<file path="config.mk">
export PLATFORM = sky130hd
export DESIGN_NAME = pvt_div
export DESIGN_NICKNAME = d
export VERILOG_FILES = /design/src/design/pvt_pkg.sv /design/src/design/pvt_div.sv
export SDC_FILE = /design/constraint.sdc
export NUM_CORES = 2
export LEC_CHECK = 0
export BUFFER_PORTS_ARGS = -buffer_cell sky130_fd_sc_hd__buf_2
export CAP_MARGIN = 25
export CORE_MARGIN = 2
export CORE_UTILIZATION = 60
export CTS_CLUSTER_SIZE = 8
export DETAILED_ROUTE_END_ITERATION = 6
export GPL_ROUTABILITY_DRIVEN = 0
export PLACE_DENSITY = 0.84
export SYNTH_ARGS = -nofsm -noshare
export SYNTH_HDL_FRONTEND = slang
export SYNTH_SLANG_ARGS = --single-unit
</file>
<file path="constraint.sdc">
create_clock -name clk -period 9.4 [get_ports clk]
set_clock_uncertainty 0.2 [all_clocks]
set_input_delay 1.88 -clock clk [delete_from_list [all_inputs] [get_ports clk]]
set_output_delay 1.88 -clock clk [all_outputs]
set_load 0.01 [all_outputs]
</file>
<file path="src/design/pvt_pkg.sv">
package pvt_pkg;

    localparam int COORD_W = 16;
    localparam int TRAN_W = 17;
    localparam int PROD_W = 33;
    localparam int SUM_W = 35;
    localparam int SCR_W = 20;
    localparam int QUO_BITS = 21;
    localparam int CFG_IDX_W = 3;
    localparam int CFG_DATA_W = 64;

    localparam logic [CFG_IDX_W-1:0] REG_ROW0 = 3'd0;
    localparam logic [CFG_IDX_W-1:0] REG_ROW1 = 3'd1;
    localparam logic [CFG_IDX_W-1:0] REG_ROW2 = 3'd2;
    localparam logic [CFG_IDX_W-1:0] REG_ROW3 = 3'd3;
    localparam logic [CFG_IDX_W-1:0] REG_TRANSLATION = 3'd4;
    localparam logic [CFG_IDX_W-1:0] REG_VIEWPORT = 3'd5;

    localparam logic [63:0] ROW0_RESET = 64'd4096;
    localparam logic [63:0] ROW1_RESET = 64'd268435456;
    localparam logic [63:0] ROW2_RESET = 64'd17592186044416;
    localparam logic [63:0] ROW3_RESET = 64'd1152921504606846976;
    localparam logic [47:0] TRANSLATION_RESET = 48'd1649267441664;
    localparam logic [23:0] VIEWPORT_RESET = 24'd286950;

    localparam logic signed [SUM_W-1:0] ONE_Q20 = 35'sd1048576;
    localparam logic signed [SCR_W-1:0] SCR_MAX = 20'sd524287;
    localparam logic signed [SCR_W-1:0] SCR_MIN = -20'sd524288;

    typedef struct packed {
        logic signed [15:0] vertex_x;
        logic signed [15:0] vertex_y;
        logic signed [15:0] vertex_z;
    } vertex_t;

    typedef struct packed {
        logic signed [19:0] screen_x;
        logic signed [19:0] screen_y;
        logic w_was_zero;
        logic clipped_range;
    } result_t;

    function automatic int col_of(input int c);
        return (c == 2) ? 3 : c;
    endfunction

endpackage

</file>
<file path="src/design/pvt_div.sv">
module pvt_div #(
    parameter int NUM_W = 52,
    parameter int DEN_W = 35
) (
    input  logic clk,
    input  logic rst_n,
    input  logic in_valid,
    input  logic signed [NUM_W-1:0] num,
    input  logic signed [DEN_W-1:0] den,
    input  logic side_in,
    output logic out_valid,
    output logic signed [pvt_pkg::SCR_W-1:0] quo,
    output logic clip,
    output logic side_out
);
    import pvt_pkg::*;

    logic [NUM_W-1:0] nm_reg;
    logic [DEN_W-1:0] dm0_reg;
    logic neg0_reg, side0_reg, v0_reg;

    logic [NUM_W-1:0] rem_reg [QUO_BITS+1];
    logic [QUO_BITS-1:0] q_reg [QUO_BITS+1];
    logic [DEN_W-1:0] dm_reg [QUO_BITS+1];
    logic neg_reg [QUO_BITS+1];
    logic ovf_reg [QUO_BITS+1];
    logic side_reg [QUO_BITS+1];
    logic v_reg [QUO_BITS+1];

    logic signed [SCR_W-1:0] quo_reg, quo_next;
    logic clip_reg, clip_next, side_out_reg, out_valid_reg;

    always_ff @(posedge clk or negedge rst_n)
    begin
        if (!rst_n)
        begin
            v0_reg <= 1'b0;
        end
        else
        begin
            v0_reg <= in_valid;
        end
    end

    always_ff @(posedge clk)
    begin
        nm_reg <= num[NUM_W-1] ? NUM_W'(-num) : NUM_W'(num);
        dm0_reg <= den[DEN_W-1] ? DEN_W'(-den) : DEN_W'(den);
        neg0_reg <= num[NUM_W-1] ^ den[DEN_W-1];
        side0_reg <= side_in;
    end

    always_ff @(posedge clk or negedge rst_n)
    begin
        if (!rst_n)
        begin
            v_reg[0] <= 1'b0;
        end
        else
        begin
            v_reg[0] <= v0_reg;
        end
    end

    always_ff @(posedge clk)
    begin
        rem_reg[0] <= nm_reg;
        q_reg[0] <= '0;
        dm_reg[0] <= dm0_reg;
        neg_reg[0] <= neg0_reg;
        ovf_reg[0] <= (nm_reg >> QUO_BITS) >= NUM_W'(dm0_reg);
        side_reg[0] <= side0_reg;
    end

    for (genvar s = 0; s < QUO_BITS; s++)
    begin : g_step
        localparam int SH = QUO_BITS - 1 - s;
        logic take;
        assign take = (rem_reg[s] >> SH) >= NUM_W'(dm_reg[s]);

        always_ff @(posedge clk or negedge rst_n)
        begin
            if (!rst_n)
            begin
                v_reg[s+1] <= 1'b0;
            end
            else
            begin
                v_reg[s+1] <= v_reg[s];
            end
        end

        always_ff @(posedge clk)
        begin
            rem_reg[s+1] <= take ? rem_reg[s] - (NUM_W'(dm_reg[s]) << SH) : rem_reg[s];
            q_reg[s+1] <= q_reg[s] | (QUO_BITS'(take) << SH);
            dm_reg[s+1] <= dm_reg[s];
            neg_reg[s+1] <= neg_reg[s];
            ovf_reg[s+1] <= ovf_reg[s];
            side_reg[s+1] <= side_reg[s];
        end
    end

    always_comb
    begin
        logic [QUO_BITS-1:0] mag;
        mag = q_reg[QUO_BITS];
        clip_next = 1'b0;
        quo_next = SCR_W'(mag);
        if (neg_reg[QUO_BITS])
        begin
            if (ovf_reg[QUO_BITS] || mag > QUO_BITS'(524288))
            begin
                clip_next = 1'b1;
                quo_next = SCR_MIN;
            end
            else
            begin
                quo_next = SCR_W'(-$signed({1'b0, mag}));
            end
        end
        else if (ovf_reg[QUO_BITS] || mag > QUO_BITS'(524287))
        begin
            clip_next = 1'b1;
            quo_next = SCR_MAX;
        end
    end

    always_ff @(posedge clk or negedge rst_n)
    begin
        if (!rst_n)
        begin
            out_valid_reg <= 1'b0;
        end
        else
        begin
            out_valid_reg <= v_reg[QUO_BITS];
        end
    end

    always_ff @(posedge clk)
    begin
        quo_reg <= quo_next;
        clip_reg <= clip_next;
        side_out_reg <= side_reg[QUO_BITS];
    end

    assign out_valid = out_valid_reg;
    assign quo = quo_reg;
    assign clip = clip_reg;
    assign side_out = side_out_reg;

`ifndef SYNTHESIS
    a_valid_chain: assert property (@(posedge clk) disable iff (!rst_n)
        out_valid |-> $past(v_reg[QUO_BITS]))
        else $error("divider valid out of step");
    a_clip_bound: assert property (@(posedge clk) disable iff (!rst_n)
        out_valid && clip |-> quo == SCR_MAX || quo == SCR_MIN)
        else $error("clipped quotient not at a bound");
    a_ovf_clip: assert property (@(posedge clk) disable iff (!rst_n)
        v_reg[QUO_BITS] && ovf_reg[QUO_BITS] |=> clip)
        else $error("overflow not flagged");
`endif

endmodule

</file>
Yosys cells after proc, flatten, opt, wreduce, memory -nomap -nowiden
Memory sizes are Yosys's and may differ from the RTL's. A register that Yosys moved wholly into a read port is not among the register bits.
Index checks and enable logic that the tools add are counted.
{"block": "classes", "n_reduce_logical": 2, "n_lt_le_gt_ge": 24, "mux": 29, "n_bitwise": 22, "n_addsub": 24}
{"cell": "2-to-1 mux 52 bit", "n": 21}
{"cell": "subtractor 52 bit", "n": 4}
{"cell": "2-to-1 mux 20 bit", "n": 3}
{"cell": "greater-or-equal comparator 52 x 35 -> 1 bit", "n": 1}
{"cell": "negation 52 bit", "n": 1}
{"cell": "subtractor 52 x 35 -> 52 bit", "n": 1}
{"cell": "subtractor 52 x 36 -> 52 bit", "n": 1}
{"cell": "subtractor 52 x 37 -> 52 bit", "n": 1}
{"cell": "subtractor 52 x 38 -> 52 bit", "n": 1}
{"cell": "subtractor 52 x 39 -> 52 bit", "n": 1}
{"cell": "subtractor 52 x 40 -> 52 bit", "n": 1}
{"cell": "subtractor 52 x 41 -> 52 bit", "n": 1}
{"cell": "subtractor 52 x 42 -> 52 bit", "n": 1}
{"cell": "subtractor 52 x 43 -> 52 bit", "n": 1}
{"cell": "subtractor 52 x 44 -> 52 bit", "n": 1}
{"cell": "subtractor 52 x 45 -> 52 bit", "n": 1}
{"cell": "subtractor 52 x 46 -> 52 bit", "n": 1}
{"cell": "subtractor 52 x 47 -> 52 bit", "n": 1}
{"cell": "subtractor 52 x 48 -> 52 bit", "n": 1}
{"cell": "subtractor 52 x 49 -> 52 bit", "n": 1}
{"cell": "subtractor 52 x 50 -> 52 bit", "n": 1}
{"cell": "subtractor 52 x 51 -> 52 bit", "n": 1}
{"cell": "greater-or-equal comparator 51 x 35 -> 1 bit", "n": 1}
{"cell": "2-to-1 mux 51 bit", "n": 1}
{"cell": "49 further kinds", "n": 52}
{"block": "word_totals", "wordCells": 139, "mem_count": 6, "ramBits": 2442, "ff_bits": 134}
{"memory": "rem_reg", "words": 22, "width": 52, "rd": 21, "rd_ports_with_merged_regs": 0, "wr": 22, "line": "pvt_div.sv:22", "text": "logic [NUM_W-1:0] rem_reg [QUO_BITS+1];"}
{"memory": "dm_reg", "words": 22, "width": 35, "rd": 21, "rd_ports_with_merged_regs": 0, "wr": 22, "line": "pvt_div.sv:24", "text": "logic [DEN_W-1:0] dm_reg [QUO_BITS+1];"}
{"memory": "q_reg", "words": 22, "width": 21, "rd": 22, "rd_ports_with_merged_regs": 0, "wr": 22, "line": "pvt_div.sv:23", "text": "logic [QUO_BITS-1:0] q_reg [QUO_BITS+1];"}
{"memory": "neg_reg", "words": 22, "width": 1, "rd": 22, "rd_ports_with_merged_regs": 0, "wr": 22, "line": "pvt_div.sv:25", "text": "logic neg_reg [QUO_BITS+1];"}
{"memory": "ovf_reg", "words": 22, "width": 1, "rd": 22, "rd_ports_with_merged_regs": 0, "wr": 22, "line": "pvt_div.sv:26", "text": "logic ovf_reg [QUO_BITS+1];"}
{"memory": "side_reg", "words": 22, "width": 1, "rd": 22, "rd_ports_with_merged_regs": 1, "wr": 22, "line": "pvt_div.sv:27", "text": "logic side_reg [QUO_BITS+1];"}

Logic depth before layout (Yosys ltp)
{"block": "depth", "ltp_word": 4, "depth_mapped": 17, "depth_no_buf": 16}

Least setup slack after synthesis
OpenSTA, ideal clock, no wires.
{"block": "synth_timing", "path_type": "input port to flip-flop", "from": "input port num[9]", "to": "register nm_reg[45]", "path_slack_ns": 4.188, "arrival_ns": 4.940, "required_ns": 9.128, "cell_stages": 9, "setup_time_ns": 0.072, "cell_sequence": "or4_4 > or4_1 > or4_4 > or3_4 > or4_4 > or2_4 > nand2b_4 > o41ai_4 > xnor2_1"}
{"block": "synth_between", "elab_chain_len": 2}
{"item": "start, declared", "line": "pvt_div.sv:8", "text": "input logic signed [NUM_W-1:0] num,"}
{"item": "negation 52 bit", "line": "pvt_div.sv:47", "text": "nm_reg <= num[NUM_W-1] ? NUM_W'(-num) : NUM_W'(num);"}
{"item": "2-to-1 mux 51 bit", "line": "pvt_div.sv:47"}
{"item": "end signal, assigned", "line": "pvt_div.sv:47"}
{"item": "end, declared", "line": "pvt_div.sv:18", "text": "logic [NUM_W-1:0] nm_reg;"}
No other way between the ends.
A chain may end at the register's enable or synchronous reset.

==> results.py <==
metrics = {
    "finish": {
        "drive_above_1_share_pct": 6.426,
        "fin_area_um2": 109800,
        "seq_area_um2": 45340,
        "syn_to_final_growth_pct": 11.47,
        "utilization_pct": 67.36,
        "multi_input_area_um2": 48460,
        "fin_nets": 11791,
        "largest_reg_flops": 1092,
        "fill_cells": 11632,
    },
    "global_routing": {
        "grt_max_degree": 76,
        "grt-ovfl-total": 0,
        "grt_pass1_wl_um": 387900,
        "antenna_found_initial": 7,
        "grt_pass1_vias": 79508,
        "grt_util_all_layers_pct": 28.00,
    },
    "synthesis": {
        "synth_cells": 10726,
        "yosysTopAreaCell": "dfxtp_1",
        "synthDominantCellAreaShare_pct": 45.44,
        "synth_xor_xnor_area_share_pct": 7.293,
        "syn_nets": 11601,
        "synth-compound-area-share_pct": 17.80,
        "syn-cell-area_um2": 98470,
        "synth_fa_ha_area_share_pct": 10.11,
        "ys.flop_type": "dfxtp_1",
        "synth_sequential_area_ratio_pct": 46.05,
        "async_flop_share_pct": 1.062,
        "ys_types": 86,
        "synth_edf_count": 0,
        "yosysWarningCount": 0,
        "synth-simple-area-share_pct": 12.44,
        "avgSynthCellArea_um2": 9.181,
        "synthMuxAreaShare_pct": 1.414,
        "ys_ff_latch": 2259,
        "synthTopCellsByArea": "dfxtp_1 45%, ha_1 9.7%, a21oi_1 4.8%, xnor2_1 4.4%, o21ai_0 4.0%",
        "synth_top_family_by_area": "compound AO/OA/AOI/OAI gates",
    },
    "setup_path": {
        "worst-path-buf-inv": 5,
        "path_common_cell": "inv_1",
        "worstPathMaxFanout": 65,
        "crit_slowest_cell": "buf_4",
        "slowest_delay_ns": 0.49,
        "worstPathArrival_ns": 5.82,
        "path_class": "reg2reg",
        "critical_path.top_delay_family": "compound AO/OA/AOI/OAI gates",
        "reg2reg_to": "rem_reg[1][205]$_DFF_P_",
        "cp.required_ns": 9.96,
        "cp-end-kind": "flop",
        "path_cells": "inv_1 -> ha_1 -> inv_1 -> fa_1 -> a21o_1 -> a21oi_1 -> o211ai_1 -> and2_1 -> o211ai_1 -> nand3_1 -> a221o_1 -> a31oi_4 -> buf_4 -> inv_1 -> o311ai_0 -> clkbuf_2 -> nor3_1 -> xor2_1",
        "reg2reg_depth": 18,
        "r2r_setup_slack_ns": 4.14,
        "critPathLaunchType": "flop",
        "r2r_start": "rem_reg[1][114]$_DFF_P_",
    },
    "power": {
        "p_sw_uw": 16430,
        "p_clk_share_pct": 23.7,
        "pwr-share-comb_pct": 43.7,
        "p_int_uw": 26640,
        "power_frac_seq_pct": 32.6,
        "p_sw_share_pct": 38.15,
        "p_leak_uw": 0.04987,
        "vdd_drop_max_mv": 0.2831,
        "powerDensity_nw_per_um2": 392.4,
    },
    "clock_tree": {
        "cts.sinks": 2259,
        "cts_tree": "done",
        "htreeDepth": 5,
        "clk_pin_slew_ns": 0.05,
        "cts_buffer_depth": 4,
        "cts_setup_buffers": 0,
        "post_cts_resized": 0,
        "cts-buffers-inserted": 333,
        "cts_hold_buf": 0,
        "insertion_delay_ns": 0.96,
        "root_buffer": "clkbuf_16",
    },
    "timing": {
        "fin_crit_ns": 5.265,
        "slew_violations": 0,
        "setup_violations": 0,
        "worst_pin_slew_ns": 1.032,
        "tns_ns": 0,
        "whs_ns": 0.06035,
        "fmax_mhz": 189.9,
        "relSlewSlack_pct": 30.57,
        "final_hold_viol_count": 0,
        "finalCritPeriodShare_pct": 56.01,
        "grt_setup_unrepaired": "no",
    },
    "placed_design": {
        "post-dp-hpwl_um": 172300,
        "dpl_cell_area_um2": 101000,
        "portBuffers": 113,
    },
    "floorplan": {
        "ios": 114,
        "fp.coreArea_um2": 163000,
        "start_util_pct": 60.43,
        "dieHeight_um": 409.1,
        "rows": 148,
        "die_area_um2": 167400,
        "die_w_um": 409.1,
    },
    "routing": {
        "postRouteAntennaNets": 0,
        "via_per_inst": 5.954,
        "num_vias": 78141,
        "drc_errors": 1,
        "routedWlPerCell_um": 18.24,
        "wirelength_um": 239400,
        "dr.pass1.iters": 7,
        "drtIter0Drc": 6711,
    },
    "hold_path": {
        "min_from": "neg_reg[1][3]$_DFF_P_",
        "min_path_cells": 0,
        "worst_hold_path_type": "reg2reg",
        "holdPathEnd": "neg_reg[2][0]$_DFF_P_",
    },
    "run": {
        "drv_cap": 0,
    },
    "outcome": {
        "violations": "design-rule violations",
        "status": "finished, violations left",
    },
}
-- logic make-up (layout without fill, tap and decap cells) --
group           count (synthesis)  count (layout)
compound gates               2875            2875
xor+xnor                      820             820
fa+ha+maj                     784             784
buf+inv                      1282            1496
flops                        2259            2259
mux                           125             125
other cells                     0              10
simple gates                 2581            2581
-- power groups by stage --
stage          sequential (uW)  clock (uW)  combinational, uW
2_1_floorplan            13500           0              14300
3_3_place_gp             14000           0              17300
3_5_place_dp             14100           0              18100
4_1_cts                  14000       10300              18400
5_1_grt                  14200       10800              20700
6_report                 14000       10200              18800
-- final cells by class --
cell class | instances | share of cell area, %
clock buffers | 351 | 7.836
well taps | 2175 | 2.479
clock inverters | 8 | 0.07637
inverters | 992 | 3.392
repair buffers | 145 | 0.7409
diodes | 10 | 0.02280
flip-flops and latches | 2259 | 41.31
multi-input cells | 7185 | 44.14
-- cell usage after synthesis (156+ instances only) --
cell type     n
o21ai_0     781
nand4_1     156
ha_1        764
xor2_1      325
nand3_1     176
a21o_1      413
xnor2_1     495
nor2_1      599
inv_1       991
dfxtp_1    2235
nand2_1     890
clkbuf_1    265
a21oi_1     941
-- routing by layer --
| metal | up-vias | global-route usage, % | share of wire, % |
|---|---|---|---|
| li1 | 37327 | - | - |
| met1 | 36142 | 27.32 | 35 |
| met2 | 3491 | 52.08 | 51 |
| met3 | 1177 | 4.899 | 5.5 |
| met4 | 4 | 21.67 | 8.4 |
| met5 | - | 0 | 0.0088 |
-- placed cells by master, fill, tap and decap left out, types with 22 or more instances in the layout --
cell type  instances
nand2_1          890
nor2b_1          106
dfxtp_1         2235
a211oi_1          53
a21o_1           412
xnor2_1          495
ha_1             764
o211ai_1          45
buf_2            114
xor2_1           325
a21boi_0          29
o31ai_1           65
and2_1            39
inv_1            991
mux2_2           113
a21oi_1          940
a31oi_1           84
or4_1             34
clkbuf_16        342
or2_2             32
and3_1            79
a2111oi_0         22
nand2b_1         113
dfrtp_1           24
buf_4             29
o21ai_0          780
nor2_1           599
nor3_1           144
nor4_1            74
o21bai_1         103
or3_1             63
nand4_1          156
nand3_1          176
o21a_1            83
-- metrics by stage --
step | power (uW) | std cells | setup WS (ns)
final | 43070 | 13125 | 4.135
after global routing | 45740 | 13124 | 3.895
after CTS | 42700 | 13112 | 4.115
after detailed placement | 32170 | 12753 | 3.872
after global placement | 31320 | 12751 | 3.907
after floorplan | 27840 | 10726 | 4.188
-- worst max path at each step --
stage	startpoint	endpoint	slack, ns	cells after the start
floorplan	num[9]	nm_reg[45]$_DFF_P_	4.19	9
global placement	num[5]	nm_reg[45]$_DFF_P_	3.91	11
detailed placement	num[5]	nm_reg[45]$_DFF_P_	3.87	11
CTS	rem_reg[1][114]$_DFF_P_	rem_reg[1][205]$_DFF_P_	4.11	17
global route	rem_reg[1][114]$_DFF_P_	rem_reg[1][205]$_DFF_P_	3.90	18
finish	rem_reg[1][114]$_DFF_P_	rem_reg[1][205]$_DFF_P_	4.14	18
Note: power is estimated with default switching activity, not from simulation.
